File: src/sv/ccsd_pkg.sv
package ccsd_pkg;

    localparam int MAX_COEFFS = 1024;

    localparam int BYTE_W   = 8;
    localparam int COUNT_W  = 11;
    localparam int LIMIT_W  = 11;
    localparam int MAG_W    = 12;
    localparam int COEF_W   = 12;
    localparam int INDEX_W  = 10;
    localparam int STATUS_W = 3;
    localparam int BYTES_W  = 12;
    localparam int UNUSED_W = 3;
    localparam int CFG_IDX_W = 2;

    typedef logic [STATUS_W-1:0]  t_status;
    typedef logic [CFG_IDX_W-1:0] t_cfg_idx;

    localparam t_status ST_OK        = 3'd0;
    localparam t_status ST_TRUNCATED = 3'd1;
    localparam t_status ST_UNARY     = 3'd2;
    localparam t_status ST_OVER      = 3'd3;
    localparam t_status ST_NEG_ZERO  = 3'd4;
    localparam t_status ST_TRAILING  = 3'd5;

    localparam t_cfg_idx CFG_COEFF_COUNT = 2'd0;
    localparam t_cfg_idx CFG_MAG_LIMIT   = 2'd1;

    localparam logic [COUNT_W-1:0] COUNT_RESET = 11'd512;
    localparam logic [LIMIT_W-1:0] LIMIT_RESET = 11'd2047;
    localparam logic [BYTES_W-1:0] BYTES_MAX   = 12'd4095;
    localparam logic [COUNT_W-1:0] COUNT_MAX   = COUNT_W'(MAX_COEFFS);

endpackage

File: src/sv/compressed_coeff_stream_decoder.sv
// Channel  | Direction | Handshake                | Payload
// ---------+-----------+--------------------------+---------------------------------------
// in       | input     | i_in_valid / o_in_ready   | i_byte_value, i_last_byte
// out      | output    | o_out_valid / i_out_ready | o_has_coefficient, o_coefficient,
//          |           |                          | o_coeff_index, o_finished, o_status,
//          |           |                          | o_bytes_used, o_unused_bits
// cfg      | input     | i_cfg_valid / o_cfg_ready | i_cfg_index, i_cfg_data
//
// One byte can be taken every cycle while the output is not stalled. The walk over its
// eight bits runs between the input register and the output register, which presents its result.
// Reset (synchronous, active low) clears the decoder state, both valid flags and
// loads the configuration defaults. A stalled output holds both registers, so input
// ready drops once the input register is full; it frees in the cycle the output drains.
module compressed_coeff_stream_decoder
    import ccsd_pkg::*;
(
    input  logic                 i_clk,
    input  logic                 i_rst_n,

    input  logic                 i_in_valid,
    output logic                 o_in_ready,
    input  logic [BYTE_W-1:0]    i_byte_value,
    input  logic                 i_last_byte,

    output logic                 o_out_valid,
    input  logic                 i_out_ready,
    output logic                 o_has_coefficient,
    output logic signed [COEF_W-1:0] o_coefficient,
    output logic [INDEX_W-1:0]   o_coeff_index,
    output logic                 o_finished,
    output logic [STATUS_W-1:0]  o_status,
    output logic [BYTES_W-1:0]   o_bytes_used,
    output logic [UNUSED_W-1:0]  o_unused_bits,

    input  logic                 i_cfg_valid,
    output logic                 o_cfg_ready,
    input  logic [CFG_IDX_W-1:0] i_cfg_index,
    input  logic [LIMIT_W-1:0]   i_cfg_data
);

    // Configuration registers.
    logic [COUNT_W-1:0] r_coeff_count;
    logic [LIMIT_W-1:0] r_mag_limit;

    // Input register.
    logic               r_in_valid;
    logic [BYTE_W-1:0]  r_byte;
    logic               r_last;

    // Decoder state carried from byte to byte.
    logic [BYTE_W-1:0]  r_pend_bits, n_pend_bits;
    logic [3:0]         r_pend_cnt,  n_pend_cnt;
    logic               r_in_unary,  n_in_unary;
    logic               r_sign,      n_sign;
    logic [MAG_W-1:0]   r_mag,       n_mag;
    logic [COUNT_W-1:0] r_coeff_cnt, n_coeff_cnt;
    logic [BYTES_W-1:0] r_byte_cnt,  n_byte_cnt;
    logic               r_halted,    n_halted;

    // Output register.
    logic               r_out_valid;
    logic               r_has;
    logic [COEF_W-1:0]  r_coef;
    logic [INDEX_W-1:0] r_idx;
    logic               r_fin;
    t_status            r_status;
    logic [BYTES_W-1:0] r_used;
    logic [UNUSED_W-1:0] r_unused;

    // Results of the bit walk for the byte in the input register.
    logic               n_has;
    logic [COEF_W-1:0]  n_coef;
    logic [INDEX_W-1:0] n_idx;
    logic               n_fin;
    t_status            n_status;
    logic [BYTES_W-1:0] n_used;
    logic [UNUSED_W-1:0] n_unused;

    logic               advance;
    logic [COUNT_W-1:0] target;

    // The byte in the input register is processed whenever the output register
    // can take whatever it produces.
    assign advance     = r_in_valid && (!r_out_valid || i_out_ready);
    assign o_in_ready  = !r_in_valid || advance;
    assign o_cfg_ready = 1'b1;

    // A count of zero decodes one coefficient; large counts clamp to the maximum.
    always_comb begin
        if (r_coeff_count == '0) begin
            target = COUNT_W'(1);
        end else if (r_coeff_count > COUNT_MAX) begin
            target = COUNT_MAX;
        end else begin
            target = r_coeff_count;
        end
    end

    // Walk the eight bits of the byte, most significant first. At most one
    // coefficient can complete per byte, since a coefficient spans nine bits.
    always_comb begin
        logic [BYTE_W-1:0]  pb;
        logic [3:0]         pc;
        logic               iu;
        logic               sg;
        logic [MAG_W-1:0]   mg;
        logic [COUNT_W-1:0] cc;
        logic [BYTES_W-1:0] bc;
        logic [BYTE_W-1:0]  low_mask;
        logic               bit_v;

        pb = r_pend_bits;
        pc = r_pend_cnt;
        iu = r_in_unary;
        sg = r_sign;
        mg = r_mag;
        cc = r_coeff_cnt;
        bc = (r_byte_cnt < BYTES_MAX) ? r_byte_cnt + BYTES_W'(1) : r_byte_cnt;
        low_mask = '0;
        bit_v    = 1'b0;

        n_has    = 1'b0;
        n_coef   = '0;
        n_idx    = '0;
        n_fin    = 1'b0;
        n_status = ST_OK;
        n_used   = '0;
        n_unused = '0;

        for (int i = BYTE_W - 1; i >= 0; i--) begin
            bit_v    = r_byte[i];
            low_mask = BYTE_W'((9'd1 << i) - 9'd1);
            if (!n_fin) begin
                if (!iu) begin
                    // Gather the sign and seven low magnitude bits.
                    pb = {pb[BYTE_W-2:0], bit_v};
                    pc = pc + 4'd1;
                    if (pc >= 4'd8) begin
                        sg = pb[BYTE_W-1];
                        mg = {5'b0, pb[BYTE_W-2:0]};
                        iu = 1'b1;
                        pb = '0;
                        pc = '0;
                    end
                end else if (bit_v) begin
                    // Terminating one of the unary part.
                    iu = 1'b0;
                    if (sg && mg == '0) begin
                        n_fin    = 1'b1;
                        n_status = ST_NEG_ZERO;
                    end else begin
                        n_has  = 1'b1;
                        n_coef = sg ? (COEF_W'(0) - mg) : mg;
                        n_idx  = cc[INDEX_W-1:0];
                        cc     = cc + COUNT_W'(1);
                        if (cc >= target) begin
                            n_fin = 1'b1;
                            if ((r_byte & low_mask) != '0) begin
                                n_status = ST_TRAILING;
                            end else begin
                                n_status = ST_OK;
                                n_used   = bc;
                                n_unused = UNUSED_W'(i);
                            end
                        end
                    end
                end else begin
                    mg = mg + MAG_W'(128);
                    if (mg > {1'b0, r_mag_limit}) begin
                        n_fin    = 1'b1;
                        n_status = ST_OVER;
                    end
                end
            end
        end

        if (!n_fin && r_last) begin
            n_fin    = 1'b1;
            n_status = iu ? ST_UNARY : ST_TRUNCATED;
        end

        // A last byte always rearms; a halted decoder otherwise keeps its state.
        if (r_last) begin
            n_pend_bits = '0;
            n_pend_cnt  = '0;
            n_in_unary  = 1'b0;
            n_sign      = 1'b0;
            n_mag       = '0;
            n_coeff_cnt = '0;
            n_byte_cnt  = '0;
            n_halted    = 1'b0;
        end else if (r_halted) begin
            n_pend_bits = r_pend_bits;
            n_pend_cnt  = r_pend_cnt;
            n_in_unary  = r_in_unary;
            n_sign      = r_sign;
            n_mag       = r_mag;
            n_coeff_cnt = r_coeff_cnt;
            n_byte_cnt  = r_byte_cnt;
            n_halted    = 1'b1;
        end else begin
            n_pend_bits = pb;
            n_pend_cnt  = pc;
            n_in_unary  = iu;
            n_sign      = sg;
            n_mag       = mg;
            n_coeff_cnt = cc;
            n_byte_cnt  = bc;
            n_halted    = n_fin;
        end
    end

    // Configuration writes.
    always_ff @(posedge i_clk) begin
        if (!i_rst_n) begin
            r_coeff_count <= COUNT_RESET;
            r_mag_limit   <= LIMIT_RESET;
        end else if (i_cfg_valid && o_cfg_ready) begin
            unique case (i_cfg_index)
                CFG_COEFF_COUNT: r_coeff_count <= i_cfg_data;
                CFG_MAG_LIMIT:   r_mag_limit   <= i_cfg_data;
                default: ;
            endcase
        end
    end

    // Input register.
    always_ff @(posedge i_clk) begin
        if (!i_rst_n) begin
            r_in_valid <= 1'b0;
        end else if (o_in_ready) begin
            r_in_valid <= i_in_valid;
        end
    end

    always_ff @(posedge i_clk) begin
        if (o_in_ready && i_in_valid) begin
            r_byte <= i_byte_value;
            r_last <= i_last_byte;
        end
    end

    // Decoder state.
    always_ff @(posedge i_clk) begin
        if (!i_rst_n) begin
            r_pend_bits <= '0;
            r_pend_cnt  <= '0;
            r_in_unary  <= 1'b0;
            r_sign      <= 1'b0;
            r_mag       <= '0;
            r_coeff_cnt <= '0;
            r_byte_cnt  <= '0;
            r_halted    <= 1'b0;
        end else if (advance) begin
            r_pend_bits <= n_pend_bits;
            r_pend_cnt  <= n_pend_cnt;
            r_in_unary  <= n_in_unary;
            r_sign      <= n_sign;
            r_mag       <= n_mag;
            r_coeff_cnt <= n_coeff_cnt;
            r_byte_cnt  <= n_byte_cnt;
            r_halted    <= n_halted;
        end
    end

    // Output register. A halted decoder produces no result for its byte.
    always_ff @(posedge i_clk) begin
        if (!i_rst_n) begin
            r_out_valid <= 1'b0;
        end else if (advance) begin
            r_out_valid <= !r_halted && (n_has || n_fin);
        end else if (i_out_ready) begin
            r_out_valid <= 1'b0;
        end
    end

    always_ff @(posedge i_clk) begin
        if (advance) begin
            r_has    <= n_has;
            r_coef   <= n_coef;
            r_idx    <= n_idx;
            r_fin    <= n_fin;
            r_status <= n_status;
            r_used   <= n_used;
            r_unused <= n_unused;
        end
    end

    assign o_out_valid       = r_out_valid;
    assign o_has_coefficient = r_has;
    assign o_coefficient     = r_coef;
    assign o_coeff_index     = r_idx;
    assign o_finished        = r_fin;
    assign o_status          = r_status;
    assign o_bytes_used      = r_used;
    assign o_unused_bits     = r_unused;

endmodule

File: config.mk
export PLATFORM = sky130hd
export DESIGN_NAME = compressed_coeff_stream_decoder
export DESIGN_NICKNAME = d
export VERILOG_FILES = /design/src/sv/ccsd_pkg.sv /design/src/sv/compressed_coeff_stream_decoder.sv
export SDC_FILE = /design/constraint.sdc
export NUM_CORES = 1
export LEC_CHECK = 0
export BUFFER_PORTS_ARGS = -buffer_cell sky130_fd_sc_hd__buf_4
export CORE_MARGIN = 5
export CORE_UTILIZATION = 40
export CTS_CLUSTER_SIZE = 12
export DETAILED_ROUTE_END_ITERATION = 12
export PLACE_DENSITY_LB_ADDON = 0.25
export SKIP_LAST_GASP = 1
export SLEW_MARGIN = 20
export SYNTH_ARGS = -nofsm -noshare
export SYNTH_HDL_FRONTEND = slang
export SYNTH_SLANG_ARGS = --single-unit
File: constraint.sdc
create_clock -name i_clk -period 21.9 [get_ports i_clk]
set_clock_uncertainty 0.15 [all_clocks]
set_input_delay 2.19 -clock i_clk [delete_from_list [all_inputs] [get_ports i_clk]]
set_output_delay 2.19 -clock i_clk [all_outputs]
set_load 0.02 [all_outputs]
======== Word-level counts from Yosys, hierarchy flattened ========
Index checks and enable logic that the tools add are counted.
storage, ports and cells
  bits in registers ....................... 125
  latch bits .............................. 0
  RAM bits ................................ 0
  ROM bits ................................ 0
  input port bits ......................... 27
  output and inout bits ................... 45
  word-level logic and storage cells ...... 601
  memories kept ........................... 0
operators by class
  $add $sub $neg .......................... 33
  $mul .................................... 0
  divide/modulo/power cells ............... 0
  magnitude comparators ................... 26
  equality and inequality tests ........... 2
  shift-type cells ........................ 0
  muxes and demuxes ....................... 480
  bitwise gates (word level) .............. 0
  reduce and logical (&&, ||, !) cells .... 39
operators with widths
  operator                                            number
  two-way mux 12 bit                                  121
  two-way mux 11 bit                                  35
  two-way mux 10 bit                                  31
  two-way mux 3 bit                                   100
  two-way mux 8 bit                                   25
  two-way mux 1 bit                                   141
  two-way mux 4 bit                                   25
  adder 12 x 8 -> 12 bit (second input constant)      8
  > comparator 12 x 11 -> 1 bit                       8
  logical NOT 12 bit                                  8
  subtractor 1 x 12 -> 12 bit (first input constant)  8
  adder 11 x 1 -> 11 bit (second input constant)      8
  >= comparator 11 bit                                8
  nonzero test 8 bit                                  6
  adder 4 x 1 -> 4 bit (second input constant)        8
  >= comparator 4 bit (second input constant)         8
  adder 12 x 1 -> 12 bit (second input constant)      1
  logical AND 1 bit                                   12
  < comparator 12 bit (second input constant)         1
  > comparator 11 bit (second input constant)         1
  logical NOT 11 bit                                  1
  AND reduction 2 bit                                 3
  logical NOT 1 bit                                   4
  two-way mux 2 bit                                   2
  other kinds (5)                                     7

======== Depth between registers and ports, before layout ========
  depth after elaboration ................. 49
  depth in mapped cells ................... 89
  depth with buffers taken out ............ 82

======== Worst setup path after synthesis ========
OpenSTA, ideal clock, no wires.
  path kind ............................... reg-to-reg
  start point ............................. register r_coeff_cnt[2]
  end point ............................... register r_status[1] (netlist: o_status[1]) (data pin)
  library setup time ...................... 262 ps
  arrival ................................. 16166 ps
  required time ........................... 21488 ps
  setup slack ............................. 5322 ps
  cell stages (with the launch flop) ...... 84
  path buffers ............................ 9
  period minus slack after synthesis ...... 16578 ps
  cells stage by stage .................... dfxtp_1 -> clkbuf_1 -> nand3_1 -> nor2_1 -> and3_1 -> clkbuf_1 -> nand3_1 -> xnor2_1 -> ha_1 -> nand4_1 -> or2_2 -> o311ai_1 -> o21a_4 -> o21ai_2 -> buf_6 -> clkbuf_1 -> clkbuf_1 -> nand2_1 -> (+48 left out) -> ha_1 -> nor2b_1 -> o21a_1 -> o21a_1 -> o21ai_0 -> nand2b_1 -> a21oi_1 -> nor2b_1 -> o21ai_0 -> nand2b_1 -> a21oi_1 -> nor2b_1 -> o21ai_0 -> nand2_1 -> a211o_1 -> a31oi_4 -> nand2_1 -> mux2_1
between the ends
  cells in the longest elaborated chain, start to end .. 44
  elaborated cells on any way between the ends .. 259
  classes of those cells .................. add/sub (20); order compare (20); mux (205); reduce/logical (14)
RTL lines
  what                                                             RTL line                                text
  from (decl)                                                      compressed_coeff_stream_decoder.sv:56   logic [COUNT_W-1:0] r_coeff_cnt, n_coeff_cnt;
  from (signal assigned)                                           compressed_coeff_stream_decoder.sv:260  r_coeff_cnt <= n_coeff_cnt;
  branches (longest 43 deep; another with adder 11 x 1 -> 11 bit)  -
  two-way mux 3 bit *                                              compressed_coeff_stream_decoder.sv:177  if (!n_fin && r_last) begin
  net n_status[1]                                                  compressed_coeff_stream_decoder.sv:75   t_status n_status;
  to (signal assigned)                                             compressed_coeff_stream_decoder.sv:283  r_status <= n_status;
  to (decl)                                                        compressed_coeff_stream_decoder.sv:66   t_status r_status;
Mark *: on every way through the listed nets, which the timed path passes.
A chain may end at the register's enable or synchronous reset.

======== Worst setup path after layout ========
  start point ............................. register r_mag[0]
  end point ............................... register r_coeff_cnt[3]
between the ends
  cells in the longest elaborated chain, start to end .. 42
  elaborated cells on any way between the ends .. 211
  classes of those cells .................. add/sub (19); order compare (18); mux (158); reduce/logical (16)
RTL lines
  what                                                             RTL line                                text
  from (decl)                                                      compressed_coeff_stream_decoder.sv:55   logic [MAG_W-1:0] r_mag, n_mag;
  from (signal assigned)                                           compressed_coeff_stream_decoder.sv:259  r_mag <= n_mag;
  branches (longest 39 deep; another with adder 12 x 8 -> 12 bit)  -
  two-way mux 11 bit *                                             compressed_coeff_stream_decoder.sv:133  if (!n_fin) begin
  two-way mux 11 bit *                                             compressed_coeff_stream_decoder.sv:192  end else if (r_halted) begin
  two-way mux 11 bit *                                             compressed_coeff_stream_decoder.sv:183  if (r_last) begin
Every way passes the cells marked *. The select of a mux whose other input is x is not followed.

==> flow_summary.ini <==
[run_status]
status = finished clean

[die]
die_h_um = 242
die_x_um = 242
die_area_um2 = 58700
rows = 85
io_pins = 72
coreArea_um2 = 53600
start_util = 0.403

[clock_tree]
clk_latency_ns = 0.47
htreeDepth = 4
cts_root_buffer = clkbuf_16
cts.sinks = 124
clockBufferDepth = 2
clk_pin_slew_ns = 0.07
cts_tree = done
cts-buffers-inserted = 17
cts_setup_buffers = 0

[yosys]
syn_inst = 2949
synth_top_area_frac = 0.126
async_reset_ff_frac = 0
avgSynthCellArea_um2 = 7.32
synthFlopType = dfxtp_1
syn_area_um2 = 21600
ys_warn_count = 0
synth_seq_cells = 124
synth_edf_count = 51
synth.distinct_cells = 127
synth_nets = 3194
synthTopCellsByArea = ha_1 13%, xnor2_1 7.2%, edfxtp_1 7.1%
yosysSeqAreaShare = 0.139
yosys.area.top_type = ha_1

[detailed_routing]
post-route-drc-count = 0
drt_iter0_drc = 2483
wl_per_cell_um = 26.5
ant_nets = 0
dr_total_vias = 23837
viasPerCell = 6.50
routed_wl_um = 97400
dr.pass1.iters = 6

[sta]
finalSetupTns_ns = 0
finalSetupViolations = 0
slew_viol_final = 0
period_minus_slack_ns = 20.97
timing.final.crit_share = 0.958
hold_violations = 0
fmax_mhz = 47.7
tightest_slew_ns = 1.31
max-slew-margin-rel = 0.128
rsz0062_at_grt = false

[grt]
antenna_found_initial = 0
grt_pass1_vias = 22654
grt_max_degree = 58
overflow = 0
grt_usage = 0.315
grt_pass1_wl_um = 144000

[placement]
port_buffers = 70
hpwl_um = 76500
place_area_um2 = 22900
gp_congestion = 1.02

[critical_path]
cp_max_fo = 18
critPathArrivalTime_ns = 21.16
start_kind = flip-flop
end_kind = flip-flop
path_class = flip-flop to flip-flop
critPathRequiredTime_ns = 22.09
critPathMaxStageDelay_ns = 0.76
crit_path_top_delay_cell = a211oi_1

[cells_and_area]
drive_above_1_share = 0.102
area_delta_synth_final_pct = 9.00
fin_area_um2 = 23500
nNetsFinal = 3205

[run]
max_cap_viol_count = 0

[min_path]
hold_class = flip-flop to flip-flop
-- sequential cells by signal, summed over array words and instances, names as in the netlist, 3 cells and up --
register and count:
o_bytes_used 12, o_coefficient 12, r_byte_cnt 12, r_mag 12, r_coeff_cnt 11, r_coeff_count 11
r_mag_limit 11, o_coeff_index 10, r_byte 8, r_pend_bits 7, r_pend_cnt 4, o_status 3
o_unused_bits 3
-- final cells by class --
cell class              count  area, um^2
diodes                      1        2.50
repair buffers            143        1070
fillers                  5557       30100
clock buffers              18         429
clock inverters            14         138
flip-flops and latches    124        2990
multi-input cells        2556       17600
well taps                 696         871
inverters                 118         444
-- Yosys cell counts, types with 13 or more instances --
master    instances
edfxtp_1         51
nor3_1           75
nor2_1          262
a31oi_1          35
a41oi_1          13
o211ai_1         50
clkbuf_1        107
o21ai_1          26
o21ai_0         204
xnor2_1         178
inv_1           109
nand4_1          54
nor4_1           24
a21o_1           29
and3_1           35
dfxtp_1          73
nor2b_1          52
buf_2            24
a21oi_1         208
nand2_1         317
a22oi_1          25
ha_1            218
nand3_1          73
mux2_2           18
mux2i_1          65
o31ai_1          14
and2_1           34
nand2b_1         36
xor2_1           88
a211oi_1         54
o21a_1           42
or3_1            21
or2_2            15
o22ai_1          21
-- metal layers --
metal	global-route usage	routed length, um	share of wire	vias to the layer above
met2	0.505	43600	0.45	1166
met4	0.161	5660	0.058	0
met3	0.0553	7720	0.079	297
met1	0.408	40400	0.41	11465
met5	0	0	0	-
li1	-	-	-	10909
-- path summary, 6_finish.rpt --
check	from	endpoint	slack (ns)	cells past startpoint
setup reg to reg	r_mag[0]	r_coeff_cnt[3]	0.93	75
hold / removal	r_mag[0]	r_mag[0]	0.37	2
hold reg to reg	r_mag[0]	r_mag[0]	0.37	2
setup / recovery	r_mag[0]	r_coeff_cnt[3]	0.93	75
-- cells in the final DEF, fill, tap and decap left out, types with 42 or more instances in the layout --
cell type and n:
edfxtp_1 51, buf_4 143, a211oi_1 53, mux2i_1 65, dfxtp_1 73, xor2_1 88
nor2_1 262, nand2_1 317, a21oi_1 207, xnor2_1 178, o21ai_0 204, nor3_1 72
nand4_1 54, nor2b_1 52, ha_1 218, o211ai_1 50, nand3_1 73, inv_1 108
o21a_1 42
-- through the flow --
step / worst slack (ns) / std cells / hold WS (ns) / utilization
3_5_place_dp: 1.43 / 3636 / 0.355 / 0.428
3_3_place_gp: 1.39 / 3636 / 0.347 / 0.428
4_1_cts: 1.26 / 3668 / 0.369 / 0.439
6_report: 0.928 / 3670 / 0.367 / 0.439
5_1_grt: 0.110 / 3669 / 0.425 / 0.439
2_1_floorplan: 5.32 / 2949 / 0.298 / -
-- logic make-up (layout without fill, tap and decap cells) --
kind of cell	count (synthesis)	in the layout	synth area share
mux	86	86	0.0413
simple gates	1070	1070	0.246
fa+ha+maj	218	218	0.126
compound gates	907	908	0.283
xor+xnor	273	273	0.114
flops	124	124	0.139
buf+inv	270	293	0.0502
other cells	1	2	0.000174
-- worst max-delay path: cells and delay by family, from the launching register on --
kind | cells | cell delay (ns)
adder cells (fa/ha/maj) | 7 | 2.12
AND/OR/NAND/NOR | 22 | 5.96
XOR/XNOR | 6 | 2.00
AO/OA/AOI/OAI | 32 | 8.88
buffers and inverters | 8 | 1.32
flip-flops | 1 | 0.34
-- timing repair --
action,4_1_cts,5_1_grt
hold buffers,0,0
resized for setup,0,0
endpoints found under the setup margin,0,9
Power is not shown: default switching activity piles up to over one toggle a cycle in this logic, so the estimate is an artifact.
